### config.mk
export PLATFORM = sky130hd
export DESIGN_NAME = aarm_quat
export DESIGN_NICKNAME = d
export VERILOG_FILES = /design/src/hw/rtl/aarm_pkg.sv /design/src/hw/rtl/aarm_quat.sv
export SDC_FILE = /design/constraint.sdc
export NUM_CORES = 2
export LEC_CHECK = 0
export BUFFER_PORTS_ARGS = -buffer_cell sky130_fd_sc_hd__buf_2
export CORE_UTILIZATION = 68
export DETAILED_ROUTE_END_ITERATION = 6
export GPL_ROUTABILITY_DRIVEN = 0
export PLACE_DENSITY = 0.91
export SYNTH_ARGS = -nofsm -noshare
export SYNTH_HDL_FRONTEND = slang
export SYNTH_SLANG_ARGS = --single-unit
### constraint.sdc
create_clock -name clk -period 18.2 [get_ports clk]
set_input_delay 1.82 -clock clk [delete_from_list [all_inputs] [get_ports clk]]
set_output_delay 1.82 -clock clk [all_outputs]
set_load 0.01 [all_outputs]
### src/hw/rtl/aarm_pkg.sv
// Shared types, constants and table-building functions for the axis-angle rotation block.
package aarm_pkg;

  localparam int AXIS_W  = 16;
  localparam int ANGLE_W = 9;
  localparam int OUT_W   = 16;
  localparam int OUT_MAX = 32767;
  localparam int OUT_MIN = -32768;

  // Series evaluation format for the sine and cosine table
  localparam int          TAB_FRAC     = 30;
  localparam int          SERIES_DEPTH = 9;
  localparam logic [63:0] ONE_Q30      = 64'd1 << TAB_FRAC;
  localparam logic [63:0] PI_Q30       = 64'd3373259426;

  // Horner divisors, entry k-1 for term k: (2k-1)(2k) and (2k)(2k+1)
  localparam logic [63:0] COS_DIV [SERIES_DEPTH] = '{
    64'd2, 64'd12, 64'd30, 64'd56, 64'd90, 64'd132, 64'd182, 64'd240, 64'd306
  };
  localparam logic [63:0] SIN_DIV [SERIES_DEPTH] = '{
    64'd6, 64'd20, 64'd42, 64'd72, 64'd110, 64'd156, 64'd210, 64'd272, 64'd342
  };

  typedef struct packed {
    logic signed [AXIS_W-1:0]  axis_x;
    logic signed [AXIS_W-1:0]  axis_y;
    logic signed [AXIS_W-1:0]  axis_z;
    logic        [ANGLE_W-1:0] angle_deg;
  } aarm_in_t;

  typedef struct packed {
    logic signed [OUT_W-1:0] m00;
    logic signed [OUT_W-1:0] m01;
    logic signed [OUT_W-1:0] m02;
    logic signed [OUT_W-1:0] m10;
    logic signed [OUT_W-1:0] m11;
    logic signed [OUT_W-1:0] m12;
    logic signed [OUT_W-1:0] m20;
    logic signed [OUT_W-1:0] m21;
    logic signed [OUT_W-1:0] m22;
  } aarm_out_t;

  // Three signed 16-bit components: the axis, later the quaternion vector part
  typedef struct packed {
    logic signed [AXIS_W-1:0] x;
    logic signed [AXIS_W-1:0] y;
    logic signed [AXIS_W-1:0] z;
  } aarm_vec_t;

  // Evaluate sin and cos of u (unsigned Q2.30, folded to [0, pi/2]); returns {sin, cos}
  function automatic logic [63:0] tab_sincos(input logic [63:0] u);
    logic [63:0] u2;
    logic [63:0] sn;
    logic [63:0] cs;
    logic [63:0] t;
    logic [63:0] s;
    u2 = (u * u) >> TAB_FRAC;
    sn = ONE_Q30;
    cs = ONE_Q30;
    for (int k = SERIES_DEPTH; k >= 1; k--) begin
      t  = ((u2 * cs) >> TAB_FRAC) / COS_DIV[k-1];
      cs = (t >= ONE_Q30) ? 64'd0 : ONE_Q30 - t;
      t  = ((u2 * sn) >> TAB_FRAC) / SIN_DIV[k-1];
      sn = (t >= ONE_Q30) ? 64'd0 : ONE_Q30 - t;
    end
    s = (u * sn) >> TAB_FRAC;
    return {s[31:0], cs[31:0]};
  endfunction

  // Round a non-negative value to nearest, ties up, dropping sh bits
  function automatic logic [63:0] tab_round(input logic [63:0] v, input int sh);
    if (sh == 0) begin
      return v;
    end
    return (v + (64'd1 << (sh - 1))) >> sh;
  endfunction

endpackage

### src/hw/rtl/aarm_quat.sv
// Quaternion stage: scale the axis by sin of the half angle, pass cos through as w.
module aarm_quat
  import aarm_pkg::*;
#(
  parameter int FRAC_BITS = 14
) (
  input  logic                        clk,
  input  logic                        rst,
  input  logic                        sc_valid,
  output logic                        sc_ready,
  input  aarm_vec_t                   sc_axis,
  input  logic        [FRAC_BITS:0]   sc_sin,
  input  logic signed [FRAC_BITS+1:0] sc_cos,
  output logic                        q_valid,
  input  logic                        q_ready,
  output aarm_vec_t                   q_vec,
  output logic signed [FRAC_BITS+1:0] q_w
);

  localparam int PROD_W = FRAC_BITS + AXIS_W + 2;
  localparam logic signed [PROD_W-1:0] HALF = PROD_W'(1) << (FRAC_BITS - 1);

  logic                     v3;
  logic                     en3;
  logic signed [PROD_W-1:0] sin_s;
  logic signed [PROD_W-1:0] px;
  logic signed [PROD_W-1:0] py;
  logic signed [PROD_W-1:0] pz;
  logic signed [PROD_W-1:0] rx;
  logic signed [PROD_W-1:0] ry;
  logic signed [PROD_W-1:0] rz;

  assign en3      = !v3 || q_ready;
  assign sc_ready = en3;
  assign q_valid  = v3;

  // Multiply and round to FRAC_BITS; the result always fits 16 bits
  assign sin_s = PROD_W'($signed({1'b0, sc_sin}));
  assign px    = PROD_W'(sc_axis.x) * sin_s;
  assign py    = PROD_W'(sc_axis.y) * sin_s;
  assign pz    = PROD_W'(sc_axis.z) * sin_s;
  assign rx    = (px + HALF) >>> FRAC_BITS;
  assign ry    = (py + HALF) >>> FRAC_BITS;
  assign rz    = (pz + HALF) >>> FRAC_BITS;

  always_ff @(posedge clk) begin
    if (rst) begin
      v3 <= 1'b0;
    end else if (en3) begin
      v3 <= sc_valid;
    end
  end

  always_ff @(posedge clk) begin
    if (en3 && sc_valid) begin
      q_vec <= '{x: rx[AXIS_W-1:0], y: ry[AXIS_W-1:0], z: rz[AXIS_W-1:0]};
      q_w   <= sc_cos;
    end
  end

endmodule

==> metrics.cfg <==
[status]
outcome=complete, but fails checks
violations=design-rule violations

[setup_path]
critical_path.cell_chain=buf_2 -> nand2_1 -> fa_1 -> inv_1 -> fa_1 -> fa_1 -> fa_1 -> fa_1 -> inv_1 -> fa_1 -> inv_1 -> ha_1 -> nand3_1 -> nor2_1 -> a2111oi_0 -> o22ai_1 -> o2111ai_1 -> nand3b_1 -> a21oi_1 -> xnor2_1
timing.rr.start=q_valid
crit_path_max_fanout=48
required_ns=18.35
r2r_setup_slack_ns=16.56
worstRegToRegCells=2
cp_slowest_cell=buf_2
path_class=primary input to register
worstSetupEndpointType=register
worst_ep_arrival_time_ns=8.38
worst_path_most_repeated_cell=fa_1
timing.rr.end=q_vec[0]
crit_path_max_incr_delay_ns=0.79
critPathLaunchType=primary input

[drt]
routedWlPerCell_um=19.36
vias=20430
drt_iter0_markers=1567
drt-vias-per-instance=5.753
drt_pass1_iterations=7
ant_nets=0
drt_wl_total_um=68760
drc=12

[global_route]
antenna_found_initial=3
grt_pass1_wl_um=115300
grt_pass1_vias=24190
grt_util_all_layers=0.3527
grt_max_degree=65
grt-ovfl-total=0

[clocking]
cts_resized=0
cts_tree=built
post_cts_buffers=0
htree_levels=3
ctsHoldBuffers=0
clk_pin_slew_worst_paths_ns=0.07
cts_buffers=9
cts_sinks=65
root_buffer=clkbuf_16
insertion_delay_ns=0.42
cts_buffer_depth=2

[logic_synthesis]
synthArstFlopShare=0
synth_area_per_cell_um2=9.603
ys_warn_count=0
seq_area_frac_synth=0.06811
yosys-top-cells-area=fa_1, ha_1, inv_1
synth-seq-cells=65
synth_area_um2=28510
synth_top_cell_area_share=0.4908
synth-edff-count=64
synth_fp_nets=4018
synth-main-ff-cell=edfxtp_1
synth_cell_types=62
synth_largest_area_cell=fa_1
synthCells=2969

[job]
maxCapViolCount=0

[final_layout]
fillers=2757
drive_gt1_frac=0.06296
fin_nets=4062
regArea_um2=1942
area_growth_pct=4.595
multi_input_area_um2=23060

[die]
die_area_um2=42750
core_um2=41110
initial_core_util=0.6935
fp.dieW_um=206.8
ios=149
rows=74
fp.dieH_um=206.8

[placed_design]
dp_hpwl_um=52670
portBuffers=148

[min_path]
hold_end=q_valid
holdPathStages=2
worstHoldStart=q_valid
hp-class=register to register

[sta]
finalSetupViolations=0
finalClockSkew_ns=0.02669
worst_pin_slew_ns=1.180
fin_setup_tns_ns=0
rsz0062_at_grt=false
final_hold_viol_count=0
finalCriticalPeriod_ns=8.222
finalCritPeriodShare=0.4518
max_freq_ghz=0.1216
relSlewSlack=0.2130
slew_violations=0

==> worst max-delay path by stage <==
stage               startpoint   endpoint  slack [ns]  depth (start not counted)
floorplan            sc_sin[2]  q_vec[47]       10.56                         21
CTS                  sc_sin[2]  q_vec[29]       10.02                         19
detailed placement   sc_sin[2]  q_vec[29]        9.64                         19
finish               sc_sin[2]  q_vec[29]        9.98                         20
global route         sc_sin[2]  q_vec[29]        9.70                         20
global placement     sc_sin[2]  q_vec[31]        9.82                         20
==> kinds of logic after synthesis <==
| family | Yosys count | share of synthesized area |
|---|---|---|
| AO/OA/AOI/OAI | 114 | 0.03068 |
| XOR/XNOR | 87 | 0.02673 |
| buffers and inverters | 936 | 0.1233 |
| AND/OR/NAND/NOR | 801 | 0.1432 |
| adder cells (fa/ha/maj) | 966 | 0.6080 |
| flip-flops | 65 | 0.06811 |
==> per-layer routing <==
metal / share of wire / track usage / up-vias
li1: - / - / 8650
met3: 0.091 / 0.07959 / 345
met1: 0.34 / 0.3971 / 10370
met2: 0.52 / 0.6169 / 1068
met4: 0.053 / 0.2026 / 0
met5: 0 / 0 / -
==> worst max-delay path: cells and delay by family <==
family	cells	cell delay, ns
AO/OA/AOI/OAI	4	1.14
AND/OR/NAND/NOR	4	0.65
buffers and inverters	4	1.03
XOR/XNOR	1	0.08
adder cells (fa/ha/maj)	7	3.61
==> placed cells by master, fill, tap and decap left out, types with 7 or more instances in the layout <==
master	synthesis	routed
nand4_1	11	11
xor2_1	18	18
nand3_1	8	8
inv_1	813	813
a21o_1	16	16
buf_4	0	8
clkbuf_16	0	9
xnor2_1	69	69
edfxtp_1	64	64
fa_1	699	699
nor2_1	21	21
a21oi_1	24	24
nand2_1	347	347
o21ai_0	15	15
and2_1	378	377
ha_1	267	267
buf_2	2	148
nor3_1	7	7
==> final cells by class <==
type,count,share of cell area
Antenna cell,1,0.00008391
Timing Repair Buffer,156,0.02685
Clock inverter,7,0.002601
Clock buffer,9,0.007552
Tap cell,532,0.02232
Multi-Input combinational cell,1968,0.7731
Sequential cell,65,0.06512
Inverter,813,0.1023
==> flip-flops by register name (all words and copies together), names as in the netlist <==
name,count
q_valid,1
q_vec,48
q_w,16
==> per-stage QoR <==
| step | instance area, um2 | util | worst slack, ns | std cells | hold WS (ns) |
|---|---|---|---|---|---|
| after detailed placement | 29520 | 0.7180 | 9.639 | 3534 | 0.5288 |
| final | 29820 | 0.7254 | 9.978 | 3551 | 0.5424 |
| after CTS | 29820 | 0.7253 | 10.02 | 3550 | 0.5396 |
| after global placement | 29520 | 0.7180 | 9.822 | 3534 | 0.5284 |
| after floorplan | 28510 | - | 10.56 | 2969 | 0.5930 |
| after global routing | 29820 | 0.7254 | 9.700 | 3551 | 0.5913 |
==> Yosys cell counts (all sizes together) (3+ instances only) <==
library cell  instances
fa                  699
a211o                 3
o21ai                18
nor3                  7
a21o                 16
and2                378
and3                  6
nand4                11
or2                   3
clkbuf              121
ha                  267
nand3                 8
nor2b                 5
nand2b                3
inv                 813
nor2                 21
a31oi                 3
o21bai                6
a21oi                28
edfxtp               64
xnor2                69
a2111oi               4
o21a                  6
or3                   3
o211ai                6
xor2                 18
nand2               347
a211oi                4
Power is left out: the tool's default activity adds up to more than one toggle a clock period on the data nets, which glitch-free logic cannot reach.
