## src/hw/rtl/aarm_pkg.sv

```systemverilog
// Shared types, constants and table-building functions for the axis-angle rotation block.
package aarm_pkg;

  localparam int AXIS_W  = 16;
  localparam int ANGLE_W = 9;
  localparam int OUT_W   = 16;
  localparam int OUT_MAX = 32767;
  localparam int OUT_MIN = -32768;

  // Series evaluation format for the sine and cosine table
  localparam int          TAB_FRAC     = 30;
  localparam int          SERIES_DEPTH = 9;
  localparam logic [63:0] ONE_Q30      = 64'd1 << TAB_FRAC;
  localparam logic [63:0] PI_Q30       = 64'd3373259426;

  // Horner divisors, entry k-1 for term k: (2k-1)(2k) and (2k)(2k+1)
  localparam logic [63:0] COS_DIV [SERIES_DEPTH] = '{
    64'd2, 64'd12, 64'd30, 64'd56, 64'd90, 64'd132, 64'd182, 64'd240, 64'd306
  };
  localparam logic [63:0] SIN_DIV [SERIES_DEPTH] = '{
    64'd6, 64'd20, 64'd42, 64'd72, 64'd110, 64'd156, 64'd210, 64'd272, 64'd342
  };

  typedef struct packed {
    logic signed [AXIS_W-1:0]  axis_x;
    logic signed [AXIS_W-1:0]  axis_y;
    logic signed [AXIS_W-1:0]  axis_z;
    logic        [ANGLE_W-1:0] angle_deg;
  } aarm_in_t;

  typedef struct packed {
    logic signed [OUT_W-1:0] m00;
    logic signed [OUT_W-1:0] m01;
    logic signed [OUT_W-1:0] m02;
    logic signed [OUT_W-1:0] m10;
    logic signed [OUT_W-1:0] m11;
    logic signed [OUT_W-1:0] m12;
    logic signed [OUT_W-1:0] m20;
    logic signed [OUT_W-1:0] m21;
    logic signed [OUT_W-1:0] m22;
  } aarm_out_t;

  // Three signed 16-bit components: the axis, later the quaternion vector part
  typedef struct packed {
    logic signed [AXIS_W-1:0] x;
    logic signed [AXIS_W-1:0] y;
    logic signed [AXIS_W-1:0] z;
  } aarm_vec_t;

  // Evaluate sin and cos of u (unsigned Q2.30, folded to [0, pi/2]); returns {sin, cos}
  function automatic logic [63:0] tab_sincos(input logic [63:0] u);
    logic [63:0] u2;
    logic [63:0] sn;
    logic [63:0] cs;
    logic [63:0] t;
    logic [63:0] s;
    u2 = (u * u) >> TAB_FRAC;
    sn = ONE_Q30;
    cs = ONE_Q30;
    for (int k = SERIES_DEPTH; k >= 1; k--) begin
      t  = ((u2 * cs) >> TAB_FRAC) / COS_DIV[k-1];
      cs = (t >= ONE_Q30) ? 64'd0 : ONE_Q30 - t;
      t  = ((u2 * sn) >> TAB_FRAC) / SIN_DIV[k-1];
      sn = (t >= ONE_Q30) ? 64'd0 : ONE_Q30 - t;
    end
    s = (u * sn) >> TAB_FRAC;
    return {s[31:0], cs[31:0]};
  endfunction

  // Round a non-negative value to nearest, ties up, dropping sh bits
  function automatic logic [63:0] tab_round(input logic [63:0] v, input int sh);
    if (sh == 0) begin
      return v;
    end
    return (v + (64'd1 << (sh - 1))) >> sh;
  endfunction

endpackage

```

## src/hw/rtl/aarm_angle.sv

```systemverilog
// Angle reduction, half-turn fold and sine/cosine table lookup (two stages).
module aarm_angle
  import aarm_pkg::*;
#(
  parameter int FRAC_BITS   = 14,
  parameter int ANGLE_STEPS = 360
) (
  input  logic                        clk,
  input  logic                        rst,
  input  logic                        item_valid,
  output logic                        item_ready,
  input  aarm_in_t                    item,
  output logic                        sc_valid,
  input  logic                        sc_ready,
  output aarm_vec_t                   sc_axis,
  output logic        [FRAC_BITS:0]   sc_sin,
  output logic signed [FRAC_BITS+1:0] sc_cos
);

  localparam int AW        = $clog2(ANGLE_STEPS + 1);
  localparam int ANG_W     = ((AW > ANGLE_W) ? AW : ANGLE_W) + 1;
  localparam int ANGLE_MAX = (1 << ANGLE_W) - 1;
  localparam int MOD_STEPS = ANGLE_MAX / ANGLE_STEPS;
  localparam int TAB_MAX   = (ANGLE_STEPS / 2 < ANGLE_MAX) ? ANGLE_STEPS / 2 : ANGLE_MAX;
  localparam int TAB_DEPTH = TAB_MAX + 1;
  localparam int IW        = $clog2(TAB_DEPTH);

  logic [FRAC_BITS:0] sin_tab [TAB_DEPTH];
  logic [FRAC_BITS:0] cos_tab [TAB_DEPTH];

  // Build the table at elaboration: entry b holds sin and cos of pi*b/ANGLE_STEPS
  for (genvar g = 0; g < TAB_DEPTH; g++) begin : g_tab
    localparam logic [63:0] U   = (PI_Q30 * 64'(g)) / 64'(ANGLE_STEPS);
    localparam logic [63:0] SC  = tab_sincos(U);
    localparam logic [63:0] S_R = tab_round({32'd0, SC[63:32]}, TAB_FRAC - FRAC_BITS);
    localparam logic [63:0] C_R = tab_round({32'd0, SC[31:0]}, TAB_FRAC - FRAC_BITS);
    assign sin_tab[g] = S_R[FRAC_BITS:0];
    assign cos_tab[g] = C_R[FRAC_BITS:0];
  end

  logic                        v1;
  logic [IW-1:0]               idx1;
  logic                        neg1;
  aarm_vec_t                   axis1;
  logic                        v2;
  logic                        en1;
  logic                        en2;
  logic [ANG_W-1:0]            a_red;
  logic                        fold_neg;
  logic [IW-1:0]               fold_idx;
  logic signed [FRAC_BITS+1:0] cos_val;

  assign en2        = !v2 || sc_ready;
  assign en1        = !v1 || en2;
  assign item_ready = en1;
  assign sc_valid   = v2;

  // Reduce the angle code below ANGLE_STEPS, then fold into the first half turn
  always_comb begin
    a_red = ANG_W'(item.angle_deg);
    for (int i = 0; i < MOD_STEPS; i++) begin
      if (a_red >= ANG_W'(ANGLE_STEPS)) begin
        a_red = a_red - ANG_W'(ANGLE_STEPS);
      end
    end
    fold_neg = ({a_red, 1'b0} > (ANG_W + 1)'(ANGLE_STEPS));
    fold_idx = fold_neg ? IW'(ANG_W'(ANGLE_STEPS) - a_red) : IW'(a_red);
  end

  // Stage 1: hold the table index and fold sign
  always_ff @(posedge clk) begin
    if (rst) begin
      v1 <= 1'b0;
    end else if (en1) begin
      v1 <= item_valid;
    end
  end

  always_ff @(posedge clk) begin
    if (en1 && item_valid) begin
      idx1  <= fold_idx;
      neg1  <= fold_neg;
      axis1 <= '{x: item.axis_x, y: item.axis_y, z: item.axis_z};
    end
  end

  // Stage 2: read the table and restore the sign of cos
  assign cos_val = $signed({1'b0, cos_tab[idx1]});

  always_ff @(posedge clk) begin
    if (rst) begin
      v2 <= 1'b0;
    end else if (en2) begin
      v2 <= v1;
    end
  end

  always_ff @(posedge clk) begin
    if (en2 && v1) begin
      sc_axis <= axis1;
      sc_sin  <= sin_tab[idx1];
      sc_cos  <= neg1 ? -cos_val : cos_val;
    end
  end

endmodule

```

## config.mk

```make
export PLATFORM = sky130hd
export DESIGN_NAME = aarm_angle
export DESIGN_NICKNAME = d
export VERILOG_FILES = /design/src/hw/rtl/aarm_pkg.sv /design/src/hw/rtl/aarm_angle.sv
export SDC_FILE = /design/constraint.sdc
export NUM_CORES = 1
export LEC_CHECK = 0
export BUFFER_PORTS_ARGS = -buffer_cell sky130_fd_sc_hd__buf_2
export CORE_ASPECT_RATIO = 2
export CORE_MARGIN = 2
export CORE_UTILIZATION = 41
export CTS_BUF_LIST = sky130_fd_sc_hd__clkbuf_16
export CTS_CLUSTER_SIZE = 24
export DETAILED_ROUTE_END_ITERATION = 7
export MAX_ROUTING_LAYER = met4
export PLACE_DENSITY = 0.61
export SYNTH_ARGS = -nofsm -noshare
export SYNTH_HDL_FRONTEND = slang
export SYNTH_SLANG_ARGS = --single-unit
```

## constraint.sdc

```tcl
create_clock -name clk -period 9.5 [get_ports clk]
set_input_delay 1.425 -clock clk [delete_from_list [all_inputs] [get_ports clk]]
set_output_delay 1.425 -clock clk [all_outputs]
set_load 0.005 [all_outputs]
```

==> key figures, run 1 <==
Power and ir drop
  • Comb pwr share: 37.7%
  • Total power draw: 0.00216 W
  • Sw Ratio: a little under 40%
  • NetSw: roughly 0.00085 W
  • Leak pwr: 4.19 nW
  • Clock power frac: between 20 and 30%
  • Worst VDD drop: about 0.12 mV
  • Sequential Power Share: 34.1%
  • Power density over cell area: 187 nW/um2
  • Internal power: about 0.0013 W

GRT
  • Total gr overflow: 0
  • Gr busiest metal: met2
  • Largest net degree at the start of global routing: approximately 170
  • Gr usage total: 40.6%
  • First-pass GRT wire length: slightly above 70 mm
  • GR Util met2: between 60% and 70%
  • Met1 usage: between 40% and 50%
  • Initial antenna violation count: 0
  • Number of global-route vias before repair: about 10000
  • Met3 Usage GRT: under 10%

Timing
  • Setup Total Neg Slack: 0 ns
  • Min Tclk post-route: between 4 and 5 ns
  • Slew margin rel.: 38.1%
  • Final Skew: between 0.015 and 0.02 ns
  • Hold Vio Cnt, Final: 0
  • Worst slew pin tran: between 0.9 and 1 ns
  • RSZ-0062 raised after global routing: no
  • Final setup viols: 0
  • Fmax: 222 MHz
  • Max Slew Vio Count: 0
  • Fin crit share: 47.5%

Routing
  • Initial DRC count: roughly 1300
  • Antenna Nets Post-Route: 0
  • Remaining DRCs: 0
  • Drt pass-1 iters: 5
  • Vias post-DR: between 10000 and 15000
  • Routed length per instance: around 33 um
  • Drt via density: 6.72
  • Routed Wire Length: 51.7 mm

Critical path
  • Worst EP required: between 9 and 10 ns
  • CP Class: reg -> reg
  • Crit start category: flop
  • Crit-path max FO: 14
  • Crit path DAT: around 4.7 ns
  • Crit end category: flop

Synth
  • Unique masters post-synth: 95
  • Number of synthesized register bits: about 140
  • Synth warn: 0
  • Cell with the most instances after synthesis: edfxtp_1
  • Post-Syn Instances: 1133
  • Post-Syn Nets: between 1000 and 1500
  • Post-synth top flop: edfxtp_1
  • Post-synth top area cell: edfxtp_1
  • Synth top cells by count: 136 x edfxtp_1, 104 x o21ai_0, 97 x a21oi_1, 87 x nor2_1, 86 x nand2_1
  • Sequential area share after synthesis: 40.2%
  • Post-synth EDFFs: approximately 140
  • Synth Cell Area: 10300 um2
  • Syn_area_per_cell: roughly 9.0 um2
  • Async set-reset flop share out of synthesis: 0%
  • Yosys top cell area share: between 30% and 40%
  • Area contributors post-synth: edfxtp_1 40%, o21ai_0 5.1%, a21oi_1 4.7%

Die
  • Initial Utilization: around two fifths
  • Core box area: between 20000 and 25000 um2
  • Die area: around 26000 um2
  • Die H: around 230 um
  • Std-Cell Rows: 81
  • Die Width: ~120 um
  • I/O pins: 142

Clock tree
  • Worst-case clock buffer depth: 2
  • Worst-skew pair later-pin latency: between 0.4 and 0.5 ns
  • Clock transition at the registers of the reported paths: 0.07 ns
  • CTS tree: done
  • Cts bufs inserted: 17
  • Clock Sinks: 138
  • Hold buffers post-CTS: 0
  • Post-CTS setup buffer count: 0
  • Resized Gates After CTS: 0
  • Root buffer cell: clkbuf_16
  • Deepest level of the CTS H-tree: 4

Final layout
  • Area growth syn-to-layout: 12.7%
  • N_diodes: 0
  • Layout cells sized above 1: about a fifth
  • Final cell count without fillers: approximately 1500
  • Nets: 1295

Placed design
  • IO Port Bufs: around 140
  • HPWL Detailed: between 30 and 40 mm
  • Gp weighted congestion: around 1.1
  • Placed cell count: 1514

Min path
  • Worst Hold Class: reg -> reg

Run status
  • Outcome: finished clean

Flow run
  • Max Cap Violations: 0
==> kinds of logic (layout without fill, tap and decap cells) <==
group	Yosys count	in the layout	share of synthesized area, %
flip-flops	138	138	40.2
buffers and inverters	136	218	6.65
multiplexers	8	8	1.05
AND/OR/NAND/NOR	363	363	17.9
AO/OA/AOI/OAI	430	430	28.0
XOR/XNOR	26	26	2.29
adder cells (fa/ha/maj)	32	32	3.91
==> routing by layer <==
layer / share of wire, % / routed length, um
met1: 32 / 16600
met5: 0 / 0
met3: 7.7 / 4000
met4: 11 / 5780
met2: 49 / 25300
==> sequential cells by signal (all words and copies together), names as in the netlist <==
signal,flops
axis1,48
sc_axis,48
sc_cos,16
sc_sin,15
idx1,8
neg1,1
sc_valid,1
v1,1
==> layout by cell type, fill, tap and decap left out, types with 6 or more instances in the layout <==
cell       instances
a32oi_1            6
a31oi_1           36
xnor2_1           13
nor3_1            36
a21oi_1           97
nand3_1           32
and3_1             6
a221oi_1           6
xor2_1            12
nor2_1            87
a311oi_1          11
o21ai_0          104
inv_1             21
o311ai_0          11
ha_1              32
a211oi_1          13
buf_2            141
o31ai_1           12
a22oi_1           10
nor2b_1           19
nand2b_1          36
nand2_1           86
o22ai_1            9
or2_2             12
o21ai_1            7
o311a_1            6
o221ai_1          12
edfxtp_1         136
o211ai_1          32
clkbuf_16         17
buf_4             20
==> critical path, stage by stage, from the launching register on <==
cell and delay [ns]:
edfxtp_1 0.38, inv_1 0.25, ha_1 0.64, inv_1 0.25, ha_1 0.43, nor2_1 0.23
a21boi_0 0.11, nor2_1 0.13, nor4_1 0.07, nor4_2 0.82, nand3b_4 0.21, or4_1 0.55
o21a_1 0.17
==> power by group through the flow <==
stage	registers (W)	logic [W]	clock network [W]
4_1_cts	0.000738	0.000779	0.000618
3_5_place_dp	0.000750	0.000776	0
3_3_place_gp	0.000749	0.000785	0
6_report	0.000737	0.000816	0.000611
5_1_grt	0.000742	0.000846	0.000639
2_1_floorplan	0.000756	0.000481	0
==> cell type report <==
cell class,instances,area [um2]
tap,332,415
multi-input combinational,859,5450
timing repair buffer,165,936
clock inverter,15,115
clock buffer,17,425
inverter,21,78.8
fill,2432,13000
sequential,138,4120
==> through the flow <==
step	hold slack (ns)	utilization, %	worst slack (ns)	cell area [um2]
2_1_floorplan	0.400	-	3.96	10300
3_3_place_gp	0.400	44.9	5.18	11000
3_5_place_dp	0.405	44.9	5.09	11000
4_1_cts	0.416	47.1	5.08	11500
5_1_grt	0.421	47.1	4.75	11500
6_report	0.416	47.1	4.99	11500
==> path summary, 6_finish.rpt <==
check	endpoint	slack (ns)	start	depth (start not counted)
setup / recovery	sc_cos[15]$_SDFFCE_PN0P_	4.99	idx1[1]$_DFFE_PP_	12
hold / removal	sc_axis[17]$_DFFE_PP_	0.42	axis1[17]$_DFFE_PP_	0
setup reg to reg	sc_cos[15]$_SDFFCE_PN0P_	4.99	idx1[1]$_DFFE_PP_	12
hold reg to reg	sc_axis[17]$_DFFE_PP_	0.42	axis1[17]$_DFFE_PP_	0
Note: power is estimated with default switching activity, not from simulation.
==> run 2: changes to the inputs <==
==> constraint.sdc (replaced) <==
create_clock -name clk -period 4.6 [get_ports clk]
set_input_delay 0.69 -clock clk [delete_from_list [all_inputs] [get_ports clk]]
set_output_delay 0.69 -clock clk [all_outputs]
set_load 0.005 [all_outputs]
==> key figures, run 2 (synthesis results as in run 1) <==
Timing
  • Slew margin rel.: 16.3% (-22 points)
  • Final Skew: 0.0187 ns (-0.000754 ns)
  • Final setup viols: 0 (unchanged)
  • Min Tclk post-route: 4.47 ns (-0.0354 ns)
  • Max Slew Vio Count: 0 (unchanged)
  • RSZ-0062 raised after global routing: no
  • Worst slew pin tran: 1.24 ns (+0.316 ns)
  • Hold Vio Cnt, Final: 0 (unchanged)
  • Fmax: 223 MHz (+0.79%)
  • Fin crit share: 97.3% (+50 points)
  • Setup Total Neg Slack: 0 ns (unchanged)

Final layout
  • Layout cells sized above 1: 23.0% (+3.4 points)
  • Largest regs: axis1: 48 flops, sc_axis: 48 flops, sc_cos: 16 flops
  • Most frequent cells in the layout: 141 x buf_2, 136 x edfxtp_1, 104 x o21ai_0, 97 x a21oi_1, 87 x nor2_1
  • Commonest non-fill, non-tap cell in the layout: buf_2
  • Area growth syn-to-layout: 16.9%
  • Fin util: 48.9% (+1.8 points)
  • Nets: 1349 (+4.2%)

Clock tree
  • Cts bufs inserted: 17 (unchanged)
  • Hold buffers post-CTS: 0 (unchanged)
  • Worst-case clock buffer depth: 2 (unchanged)
  • Clock transition at the registers of the reported paths: 0.06 ns (about the same)
  • Resized Gates After CTS: 0 (unchanged)
  • Worst-skew pair later-pin latency: 0.44 ns (about the same)
  • Clock Sinks: 138 (unchanged)
  • Deepest level of the CTS H-tree: 4 (unchanged)
  • CTS tree: done
  • Root buffer cell: clkbuf_16
  • Post-CTS setup buffer count: 0 (unchanged)

Min path
  • Worst Hold Class: reg -> reg

Routing
  • Remaining DRCs: 0 (unchanged)
  • Initial DRC count: 1650 (+25%)
  • Antenna Nets Post-Route: 0 (unchanged)
  • Drt via density: 6.86 (+2.0%)
  • Routed length per instance: 35.0 um (+4.8%)
  • Drt pass-1 iters: 7 (+2)
  • Routed Wire Length: 56.2 mm (+8.6%)
  • Vias post-DR: 11000 (+5.8%)

Placed design
  • HPWL Detailed: 40.3 mm (+9.5%)
  • IO Port Bufs: 141 (unchanged)
  • Gp weighted congestion: 1.20 (+13%)

Critical path
  • CP Class: reg -> reg
  • Crit start category: flop
  • Crit-path max FO: 42 (+28)
  • Crit end category: flop
  • Worst EP required: 4.79 ns (-4.90 ns)
  • Crit path DAT: 4.66 ns (-0.04 ns)

Power and ir drop
  • Leak pwr: 4.45 nW (+6.2%)
  • Power density over cell area: 389 nW/um2 (+110%)
  • Worst VDD drop: 0.223 mV (+87%)

GRT
  • Gr usage total: 44.5% (+3.9 points)
  • First-pass GRT wire length: 78.6 mm (+8.4%)
  • Number of global-route vias before repair: 10500 (+3.7%)
  • Total gr overflow: 0 (unchanged)
  • Initial antenna violation count: 3 (+3)
  • Largest net degree at the start of global routing: 104 (-38%)

Run status
  • Outcome: finished clean

Die
  • Initial Utilization: 41.8% (unchanged)
  • Core box area: 24500 um2 (unchanged)
  • I/O pins: 142 (unchanged)
  • Std-Cell Rows: 81 (unchanged)
  • Die area: 26400 um2 (unchanged)
  • Die H: 228 um (unchanged)
  • Die Width: 116 um (unchanged)

Flow run
  • Max Cap Violations: 0 (unchanged)
## run 2: area by class of cell
class | instances | area (um2)
Multi-Input combinational cell | 859 | 5450
Sequential cell | 138 | 4120
Timing Repair Buffer | 219 | 1340
Antenna cell | 4 | 10.0
Fill cell | 2436 | 12500
Tap cell | 332 | 415
Inverter | 21 | 78.8
Clock buffer | 17 | 425
Clock inverter | 14 | 134
## run 2: path summary, 6_finish.rpt
path / end / slack, ns / start / depth (start not counted)
max: sc_cos[15]$_SDFFCE_PN0P_ / 0.13 / idx1[3]$_DFFE_PP_ / 10
min: sc_axis[20]$_DFFE_PP_ / 0.41 / axis1[20]$_DFFE_PP_ / 0
max reg2reg: sc_cos[15]$_SDFFCE_PN0P_ / 0.13 / idx1[3]$_DFFE_PP_ / 10
min reg2reg: sc_axis[20]$_DFFE_PP_ / 0.41 / axis1[20]$_DFFE_PP_ / 0
## run 2: report_power, final
group          internal [W]  switching, W  total, W  leakage (nW)
logic              0.000541       0.00128   0.00182          2.86
clock network      0.000785      0.000524   0.00131         0.273
registers           0.00150     0.0000299   0.00153          1.31
## run 2: through the flow
| step | total power (W) | worst slack [ns] | area, um2 | hold WS, ns | cells |
|---|---|---|---|---|---|
| 2_1_floorplan | 0.00255 | 0.218 | 10300 | 0.400 | 1133 |
| 3_3_place_gp | 0.00326 | 0.393 | 11400 | 0.400 | 1569 |
| 3_5_place_dp | 0.00324 | 0.485 | 11400 | 0.405 | 1569 |
| 4_1_cts | 0.00454 | 0.451 | 12000 | 0.416 | 1600 |
| 5_1_grt | 0.00477 | 0.201 | 12000 | 0.421 | 1603 |
| 6_report | 0.00466 | 0.125 | 12000 | 0.413 | 1604 |
## run 2: metal layers
| metal | GRT usage [%] | vias to the layer above | wire (um) |
|---|---|---|---|
| met5 | - | - | 0 |
| li1 | - | 4571 | - |
| met2 | 69.1 | 921 | 26100 |
| met1 | 43.3 | 5146 | 17300 |
| met4 | 41.7 | 0 | 7100 |
| met3 | 13.6 | 365 | 5730 |
## run 2: worst max-delay path, cell delays in order, from the launching register on
cell	delay (ns)
edfxtp_1	0.37
buf_12	0.23
buf_4	0.35
or2_0	0.45
a21oi_1	0.13
a311oi_1	0.99
o32ai_1	0.30
a21oi_1	0.49
nand4_2	0.23
or4_1	0.43
o21a_1	0.18
